<file path="src/upqv_pkg.sv">
// ----------------------------------------------------------------------------
// upqv_pkg
// Shared types, character codes and helpers for the URL path/query validator.
// ----------------------------------------------------------------------------
package upqv_pkg;

   typedef logic [7:0] byte_type;

   typedef enum logic [2:0] {
      ROLE_LEAD_SLASH = 3'd0,
      ROLE_PATH_CHAR  = 3'd1,
      ROLE_PATH_SEP   = 3'd2,
      ROLE_QUERY_MARK = 3'd3,
      ROLE_KEY_CHAR   = 3'd4,
      ROLE_EQUALS     = 3'd5,
      ROLE_VALUE_CHAR = 3'd6,
      ROLE_PARAM_SEP  = 3'd7
   } role_type;

   typedef enum logic [1:0] {
      PHASE_LEAD  = 2'd0,
      PHASE_PATH  = 2'd1,
      PHASE_KEY   = 2'd2,
      PHASE_VALUE = 2'd3
   } phase_type;

   typedef enum logic [1:0] {
      DOT_NONE  = 2'd0,
      DOT_ONE   = 2'd1,
      DOT_TWO   = 2'd2,
      DOT_OTHER = 2'd3
   } dot_kind_type;

   localparam byte_type CHAR_SLASH      = 8'h2F;
   localparam byte_type CHAR_QUESTION   = 8'h3F;
   localparam byte_type CHAR_AMPERSAND  = 8'h26;
   localparam byte_type CHAR_EQUALS     = 8'h3D;
   localparam byte_type CHAR_UNDERSCORE = 8'h5F;
   localparam byte_type CHAR_DOT        = 8'h2E;

   function automatic logic ident_char(input byte_type c);
      ident_char = (c >= 8'h30 && c <= 8'h39) ||
                   (c >= 8'h61 && c <= 8'h7A) ||
                   (c >= 8'h41 && c <= 8'h5A) ||
                   (c == CHAR_UNDERSCORE);
   endfunction

endpackage

</file>
<file path="src/upqv_req_if.sv">
// ----------------------------------------------------------------------------
// upqv_req_if
// Request channel: one URL byte per request with a last marker.
// ----------------------------------------------------------------------------
interface upqv_req_if;
   logic                valid;
   logic                ready;
   upqv_pkg::byte_type  url_byte;
   logic                is_last;

   modport source (output valid, output url_byte, output is_last, input ready);
   modport sink   (input valid, input url_byte, input is_last, output ready);
endinterface

</file>
<file path="src/upqv_rsp_if.sv">
// ----------------------------------------------------------------------------
// upqv_rsp_if
// Result channel: byte role, sticky fail and acceptance on the last byte.
// ----------------------------------------------------------------------------
interface upqv_rsp_if;
   logic       valid;
   logic       ready;
   logic [2:0] role;
   logic       fail;
   logic       accept;

   modport source (output valid, output role, output fail, output accept, input ready);
   modport sink   (input valid, input role, input fail, input accept, output ready);
endinterface

</file>
<file path="src/url_path_query_validator.sv">
// ----------------------------------------------------------------------------
// url_path_query_validator
// The result is registered and becomes valid in the cycle after request acceptance.
// Throughput: 1 request per cycle; the output register is refilled in the
// cycle it drains, so back-pressure only stalls when the result is held.
// Reset: synchronous, clears the parser state and the output valid flag.
// Streaming URL byte classifier with sticky failure and end-of-URL verdict.
// ----------------------------------------------------------------------------
module url_path_query_validator (
   input  logic        clock,
   input  logic        reset,
   upqv_req_if.sink    req_chan,
   upqv_rsp_if.source  rsp_chan
);

   upqv_pkg::phase_type    phase_ff, phase_in;
   upqv_pkg::dot_kind_type dot_kind_ff, dot_kind_in;
   logic                   seg_nonempty_ff, seg_nonempty_in;
   logic                   failed_ff, failed_in;

   upqv_pkg::role_type     role_in;
   upqv_pkg::role_type     rsp_role_ff;
   logic                   rsp_fail_ff, rsp_accept_ff, rsp_valid_ff;
   logic                   bad;
   logic                   req_fire;
   upqv_pkg::byte_type     c;

   assign req_chan.ready = !rsp_valid_ff || rsp_chan.ready;
   assign req_fire       = req_chan.valid && req_chan.ready;
   assign c              = req_chan.url_byte;

   always_comb begin
      phase_in        = phase_ff;
      dot_kind_in     = dot_kind_ff;
      seg_nonempty_in = seg_nonempty_ff;
      role_in         = upqv_pkg::ROLE_LEAD_SLASH;
      bad             = 1'b0;
      case (phase_ff)
         upqv_pkg::PHASE_LEAD: begin
            role_in         = upqv_pkg::ROLE_LEAD_SLASH;
            bad             = (c != upqv_pkg::CHAR_SLASH);
            phase_in        = upqv_pkg::PHASE_PATH;
            seg_nonempty_in = 1'b0;
            dot_kind_in     = upqv_pkg::DOT_NONE;
         end
         upqv_pkg::PHASE_PATH: begin
            if (c == upqv_pkg::CHAR_SLASH) begin
               role_in = upqv_pkg::ROLE_PATH_SEP;
               bad     = !seg_nonempty_ff || dot_kind_ff == upqv_pkg::DOT_ONE ||
                         dot_kind_ff == upqv_pkg::DOT_TWO;
               seg_nonempty_in = 1'b0;
               dot_kind_in     = upqv_pkg::DOT_NONE;
            end else if (c == upqv_pkg::CHAR_QUESTION) begin
               role_in = upqv_pkg::ROLE_QUERY_MARK;
               bad     = dot_kind_ff == upqv_pkg::DOT_ONE ||
                         dot_kind_ff == upqv_pkg::DOT_TWO;
               phase_in        = upqv_pkg::PHASE_KEY;
               seg_nonempty_in = 1'b0;
               dot_kind_in     = upqv_pkg::DOT_NONE;
            end else begin
               role_in = upqv_pkg::ROLE_PATH_CHAR;
               if (c == upqv_pkg::CHAR_DOT) begin
                  case (dot_kind_ff)
                     upqv_pkg::DOT_NONE: dot_kind_in = upqv_pkg::DOT_ONE;
                     upqv_pkg::DOT_ONE:  dot_kind_in = upqv_pkg::DOT_TWO;
                     default:            dot_kind_in = upqv_pkg::DOT_OTHER;
                  endcase
               end else begin
                  dot_kind_in = upqv_pkg::DOT_OTHER;
                  bad         = !upqv_pkg::ident_char(c);
               end
               seg_nonempty_in = 1'b1;
            end
         end
         upqv_pkg::PHASE_KEY: begin
            if (c == upqv_pkg::CHAR_AMPERSAND) begin
               role_in         = upqv_pkg::ROLE_PARAM_SEP;
               bad             = 1'b1;
               seg_nonempty_in = 1'b0;
            end else if (c == upqv_pkg::CHAR_EQUALS) begin
               role_in         = upqv_pkg::ROLE_EQUALS;
               bad             = !seg_nonempty_ff;
               phase_in        = upqv_pkg::PHASE_VALUE;
               seg_nonempty_in = 1'b0;
            end else begin
               role_in         = upqv_pkg::ROLE_KEY_CHAR;
               bad             = !upqv_pkg::ident_char(c);
               seg_nonempty_in = 1'b1;
            end
         end
         default: begin
            if (c == upqv_pkg::CHAR_AMPERSAND) begin
               role_in         = upqv_pkg::ROLE_PARAM_SEP;
               bad             = !seg_nonempty_ff;
               phase_in        = upqv_pkg::PHASE_KEY;
               seg_nonempty_in = 1'b0;
            end else begin
               role_in         = upqv_pkg::ROLE_VALUE_CHAR;
               bad             = !upqv_pkg::ident_char(c);
               seg_nonempty_in = 1'b1;
            end
         end
      endcase

      // end-of-URL checks on the post-byte state
      if (req_chan.is_last) begin
         if (phase_in == upqv_pkg::PHASE_PATH &&
             (dot_kind_in == upqv_pkg::DOT_ONE || dot_kind_in == upqv_pkg::DOT_TWO)) begin
            bad = 1'b1;
         end
         if (phase_in == upqv_pkg::PHASE_KEY && seg_nonempty_in) begin
            bad = 1'b1;
         end
         if (phase_in == upqv_pkg::PHASE_VALUE && !seg_nonempty_in) begin
            bad = 1'b1;
         end
      end
      failed_in = failed_ff || bad;
   end

   always_ff @(posedge clock) begin
      if (reset) begin
         phase_ff        <= upqv_pkg::PHASE_LEAD;
         dot_kind_ff     <= upqv_pkg::DOT_NONE;
         seg_nonempty_ff <= 1'b0;
         failed_ff       <= 1'b0;
         rsp_valid_ff    <= 1'b0;
      end else begin
         if (req_fire) begin
            if (req_chan.is_last) begin
               phase_ff        <= upqv_pkg::PHASE_LEAD;
               dot_kind_ff     <= upqv_pkg::DOT_NONE;
               seg_nonempty_ff <= 1'b0;
               failed_ff       <= 1'b0;
            end else begin
               phase_ff        <= phase_in;
               dot_kind_ff     <= dot_kind_in;
               seg_nonempty_ff <= seg_nonempty_in;
               failed_ff       <= failed_in;
            end
            rsp_valid_ff <= 1'b1;
         end else if (rsp_chan.ready) begin
            rsp_valid_ff <= 1'b0;
         end
      end
   end

   always_ff @(posedge clock) begin
      if (req_fire) begin
         rsp_role_ff   <= role_in;
         rsp_fail_ff   <= failed_in;
         rsp_accept_ff <= req_chan.is_last && !failed_in;
      end
   end

   assign rsp_chan.valid  = rsp_valid_ff;
   assign rsp_chan.role   = rsp_role_ff;
   assign rsp_chan.fail   = rsp_fail_ff;
   assign rsp_chan.accept = rsp_accept_ff;

   a_accept_not_fail: assert property (@(posedge clock) disable iff (reset)
      rsp_valid_ff && rsp_accept_ff |-> !rsp_fail_ff)
      else $error("accept reported together with fail");

   a_clear_after_last: assert property (@(posedge clock) disable iff (reset)
      req_fire && req_chan.is_last |=>
         phase_ff == upqv_pkg::PHASE_LEAD && !failed_ff && !seg_nonempty_ff)
      else $error("parser state not cleared after last byte");

   a_failed_sticky: assert property (@(posedge clock) disable iff (reset)
      failed_ff && !(req_fire && req_chan.is_last) |=> failed_ff)
      else $error("sticky fail dropped within a URL");

   a_lead_role: assert property (@(posedge clock) disable iff (reset)
      req_fire && phase_ff == upqv_pkg::PHASE_LEAD |=>
         rsp_valid_ff && rsp_role_ff == upqv_pkg::ROLE_LEAD_SLASH)
      else $error("first byte not classified as leading slash");

   a_result_after_request: assert property (@(posedge clock) disable iff (reset)
      req_fire |=> rsp_valid_ff)
      else $error("accepted request produced no result");

endmodule

</file>
<file path="src/flat_wrapper.sv">
// flat-port wrapper written by rule: the top's interface ports become plain ports
module url_path_query_validator_flat 
  (clock, reset, req_chan_valid, req_chan_url_byte, req_chan_is_last, req_chan_ready, rsp_chan_valid, rsp_chan_role, rsp_chan_fail, rsp_chan_accept, rsp_chan_ready);
  upqv_req_if req_chan_i ();
  upqv_rsp_if rsp_chan_i ();
  input  logic clock;
  input  logic reset;
  input wire logic [$bits(req_chan_i.valid)-1:0] req_chan_valid;
  input wire logic [$bits(req_chan_i.url_byte)-1:0] req_chan_url_byte;
  input wire logic [$bits(req_chan_i.is_last)-1:0] req_chan_is_last;
  output wire logic [$bits(req_chan_i.ready)-1:0] req_chan_ready;
  output wire logic [$bits(rsp_chan_i.valid)-1:0] rsp_chan_valid;
  output wire logic [$bits(rsp_chan_i.role)-1:0] rsp_chan_role;
  output wire logic [$bits(rsp_chan_i.fail)-1:0] rsp_chan_fail;
  output wire logic [$bits(rsp_chan_i.accept)-1:0] rsp_chan_accept;
  input wire logic [$bits(rsp_chan_i.ready)-1:0] rsp_chan_ready;
  assign req_chan_i.valid = req_chan_valid;
  assign req_chan_i.url_byte = req_chan_url_byte;
  assign req_chan_i.is_last = req_chan_is_last;
  assign req_chan_ready = req_chan_i.ready;
  assign rsp_chan_valid = rsp_chan_i.valid;
  assign rsp_chan_role = rsp_chan_i.role;
  assign rsp_chan_fail = rsp_chan_i.fail;
  assign rsp_chan_accept = rsp_chan_i.accept;
  assign rsp_chan_i.ready = rsp_chan_ready;
  url_path_query_validator u_core (.clock(clock), .reset(reset), .req_chan(req_chan_i), .rsp_chan(rsp_chan_i));
endmodule
</file>
<file path="config.mk">
export PLATFORM = sky130hd
export DESIGN_NAME = url_path_query_validator_flat
export DESIGN_NICKNAME = d
export VERILOG_FILES = /design/src/upqv_pkg.sv /design/src/upqv_req_if.sv /design/src/upqv_rsp_if.sv /design/src/url_path_query_validator.sv /design/src/flat_wrapper.sv
export SDC_FILE = /design/constraint.sdc
export NUM_CORES = 1
export LEC_CHECK = 0
export ABC_CLOCK_PERIOD_IN_PS = 2009
export BUFFER_PORTS_ARGS = -buffer_cell sky130_fd_sc_hd__buf_2
export CORE_UTILIZATION = 50
export DETAILED_ROUTE_END_ITERATION = 10
export PLACE_DENSITY = 0.73
export SLEW_MARGIN = 20
export SYNTH_ARGS = -nofsm -noshare
export SYNTH_HDL_FRONTEND = slang
export SYNTH_SLANG_ARGS = --single-unit
</file>
<file path="constraint.sdc">
create_clock -name clock -period 2.01 [get_ports clock]
set_input_delay 0.201 -clock clock [delete_from_list [all_inputs] [get_ports clock]]
set_output_delay 0.201 -clock clock [all_outputs]
set_load 0.01 [all_outputs]
</file>
==> results.py <==
metrics = {
    "floorplan": {
        "die_area_um2": 1913,
        "die_w_um": 43.74,
        "io_pins": 20,
        "die_h_um": 43.74,
        "fp-row-count": 14,
        "core-area_um2": 1559,
        "start_util": 0.5586,
    },
    "power": {
        "powerDensity_nw_per_um2": 526.0,
        "finalPower_mw": 0.5114,
        "vdd.ir_drop.worst_v": 0.0004059,
        "leakage_nw": 0.3926,
    },
    "logic_synthesis": {
        "synth_seq_area_share": 0.3333,
        "synth_edf_count": 5,
        "synth_area_leader_cell": "edfxtp_1",
        "synth.area.top_cells": "edfxtp_1, dfxtp_1, ha_1, a21oi_1, nand2_1",
        "yosys_warnings": 0,
        "synth.most_common_cell": "nand2_1",
        "yosys_register_bits": 12,
        "synth_top_cell_area_share": 0.1724,
        "yosys_most_used_dff": "dfxtp_1",
        "syn_inst": 104,
        "avgSynthCellArea_um2": 8.373,
        "synthDistinctLibCells": 39,
        "syn-num-nets": 121,
        "async_flop_share": 0,
        "synth.top_cells.by_count": "nand2_1, a21oi_1, inv_1",
        "synth_area_um2": 870.8,
    },
    "sta": {
        "tightest_slew_ns": 0.3297,
        "min_period_over_period": 0.8776,
        "holdWs_ns": 0.1635,
        "fin_worst_skew_ns": 0.005661,
        "layout_min_cycle_time_ns": 1.764,
        "rsz0062_at_grt": "no",
        "drv_slew": 0,
        "clock.fmax_mhz": 566.9,
        "slew_headroom": 0.7799,
        "finalSetupViolations": 0,
        "finalSetupTns_ns": 0,
        "hold_viol": 0,
    },
    "layout": {
        "diodes": 0,
        "syn2layout_area_growth_pct": 11.64,
        "final_layout_size_suffix_gt1_frac": 0.2149,
        "layout.cells.non_filler": 137,
        "final_nets": 139,
        "utilization": 0.6236,
    },
    "setup_path": {
        "worstSetupPathType": "flop to flop",
        "crit_family": "simple AND/OR/NAND/NOR gates",
        "cp_cell_sequence": "inv_1 -> ha_1 -> or3b_1 -> nor4_1 -> a211oi_1 -> o21ai_2 -> and4bb_1",
        "cp.required_ns": 2.15,
        "critical_path_peak_fanout": 4,
        "slowest_delay_ns": 0.38,
        "cpMaxStageDelayCell": "dfxtp_1",
        "end_kind": "flop",
        "cp-start-kind": "flop",
        "worstPathArrival_ns": 1.90,
        "crit_buf_inv": 1,
        "reg2reg_slack_ns": 0.25,
    },
    "grt": {
        "grt_start_max_net_pins": 16,
        "use_met1": 0.2571,
        "grt_pass1_vias": 700,
        "top_usage_layer": "met2",
        "grt_usage": 0.2087,
        "grt_pass1_wl_um": 2946,
        "met2_usage": 0.3493,
        "use_met3": 0.06667,
        "antenna_found_initial": 0,
        "grt_overflow_total": 0,
    },
    "placed_design": {
        "port_buffers": 19,
        "place_congestion": 0.8127,
        "post-dp-hpwl_um": 1391,
        "place_inst": 133,
    },
    "clock_network": {
        "tritoncts": "built",
        "cts.sinks": 12,
        "cts.reportedPaths.clkPinSlew_ns": 0.07,
        "cts_root_buffer": "clkbuf_4",
        "clkLatencyLatePin_ns": 0.27,
        "cts-resized-gates": 0,
        "numCtsBuffers": 3,
        "ctsHoldBuffers": 0,
        "cts_htree_levels": 1,
        "clockBufferDepth": 2,
        "cts_setup_buffers": 0,
    },
    "routing": {
        "postRouteAntennaNets": 0,
        "num_vias": 813,
        "post_drt_wl_per_cell_um": 13.35,
        "drtPass1Iterations": 7,
        "drt_iter0_markers": 22,
        "vias_per_cell": 5.934,
        "routed_wl_um": 1829,
        "drcViolationCount": 3,
    },
    "run_status": {
        "status": "finished, violations left",
        "violations": "DRC",
    },
    "flow_run": {
        "cap_violations": 0,
    },
    "min_path": {
        "hp-class": "primary input to flop",
    },
}
cell type report:
type / instances / area (um^2)
Sequential cell: 12 / 290.3
Fill cell: 156 / 586.8
Tap cell: 16 / 20.02
Inverter: 9 / 33.78
Timing Repair Buffer: 19 / 95.09
Multi-Input combinational cell: 77 / 506.7
Clock buffer: 4 / 26.28
worst register-to-register path, cell delays in order (launching register included):
cell and delay [ns]:
dfxtp_1 0.38, inv_1 0.08, ha_1 0.19, or3b_1 0.34
nor4_1 0.17, a211oi_1 0.09, o21ai_2 0.18, and4bb_1 0.22
path summary, 6_finish.rpt:
kind,depth (start not counted),end,start
max,7,u_core.rsp_chan.accept,u_core.dot_kind_ff[0]
min,2,u_core.seg_nonempty_ff,reset
max reg2reg,7,u_core.rsp_chan.accept,u_core.dot_kind_ff[0]
min reg2reg,2,u_core.seg_nonempty_ff,u_core.seg_nonempty_ff
state kept, by name, summed over array words and instances (netlist names):
| signal | count |
|---|---|
| u_core.failed_ff | 1 |
| u_core.rsp_chan.role | 3 |
| u_core.seg_nonempty_ff | 1 |
| u_core.rsp_chan.accept | 1 |
| u_core.rsp_chan.valid | 1 |
| u_core.phase_ff | 2 |
| u_core.rsp_chan.fail | 1 |
| u_core.dot_kind_ff | 2 |
cells in the final DEF, fill, tap and decap left out, drive strengths merged, types with 2 or more instances in the layout:
| master | count |
|---|---|
| nand2 | 11 |
| a21oi | 9 |
| a22oi | 2 |
| nor2 | 6 |
| buf | 19 |
| clkbuf | 4 |
| inv | 9 |
| a31oi | 2 |
| and3 | 2 |
| nor4 | 2 |
| nor2b | 2 |
| nor3 | 4 |
| ha | 4 |
| or3 | 2 |
| and4bb | 2 |
| o21ai | 7 |
| dfxtp | 7 |
| nand3 | 4 |
| edfxtp | 5 |
| nand4 | 2 |
power breakdown:
group | internal (mW) | switching [mW]
clock network | 0.0768 | 0.0747
logic | 0.0353 | 0.0535
registers | 0.264 | 0.00657
total | 0.377 | 0.135
kinds of logic after synthesis:
group | count (synthesis) | share of synthesized area
xor gates and xnor gates | 1 | 0.01006
buffers and inverters | 15 | 0.08477
DFF | 12 | 0.3333
adders and majority gates | 4 | 0.05747
AOI/OAI and AO/OA | 28 | 0.2155
and+or+nand+nor | 44 | 0.2989
per-stage QoR:
step           worst slack [ns]  area [um^2]
2_1_floorplan            0.3597        870.8
3_5_place_dp             0.2422        945.9
4_1_cts                  0.2287        972.2
5_1_grt                  0.1056        972.2
6_report                 0.2460        972.2
3_3_place_gp             0.2787        945.9
metal layers:
metal  part of all wire  up-vias
met5                  0        -
met4             0.0087        0
met3              0.067        2
met2               0.48       30
met1               0.44      365
li1                   -      416
Note: power is estimated with default switching activity, not from simulation.
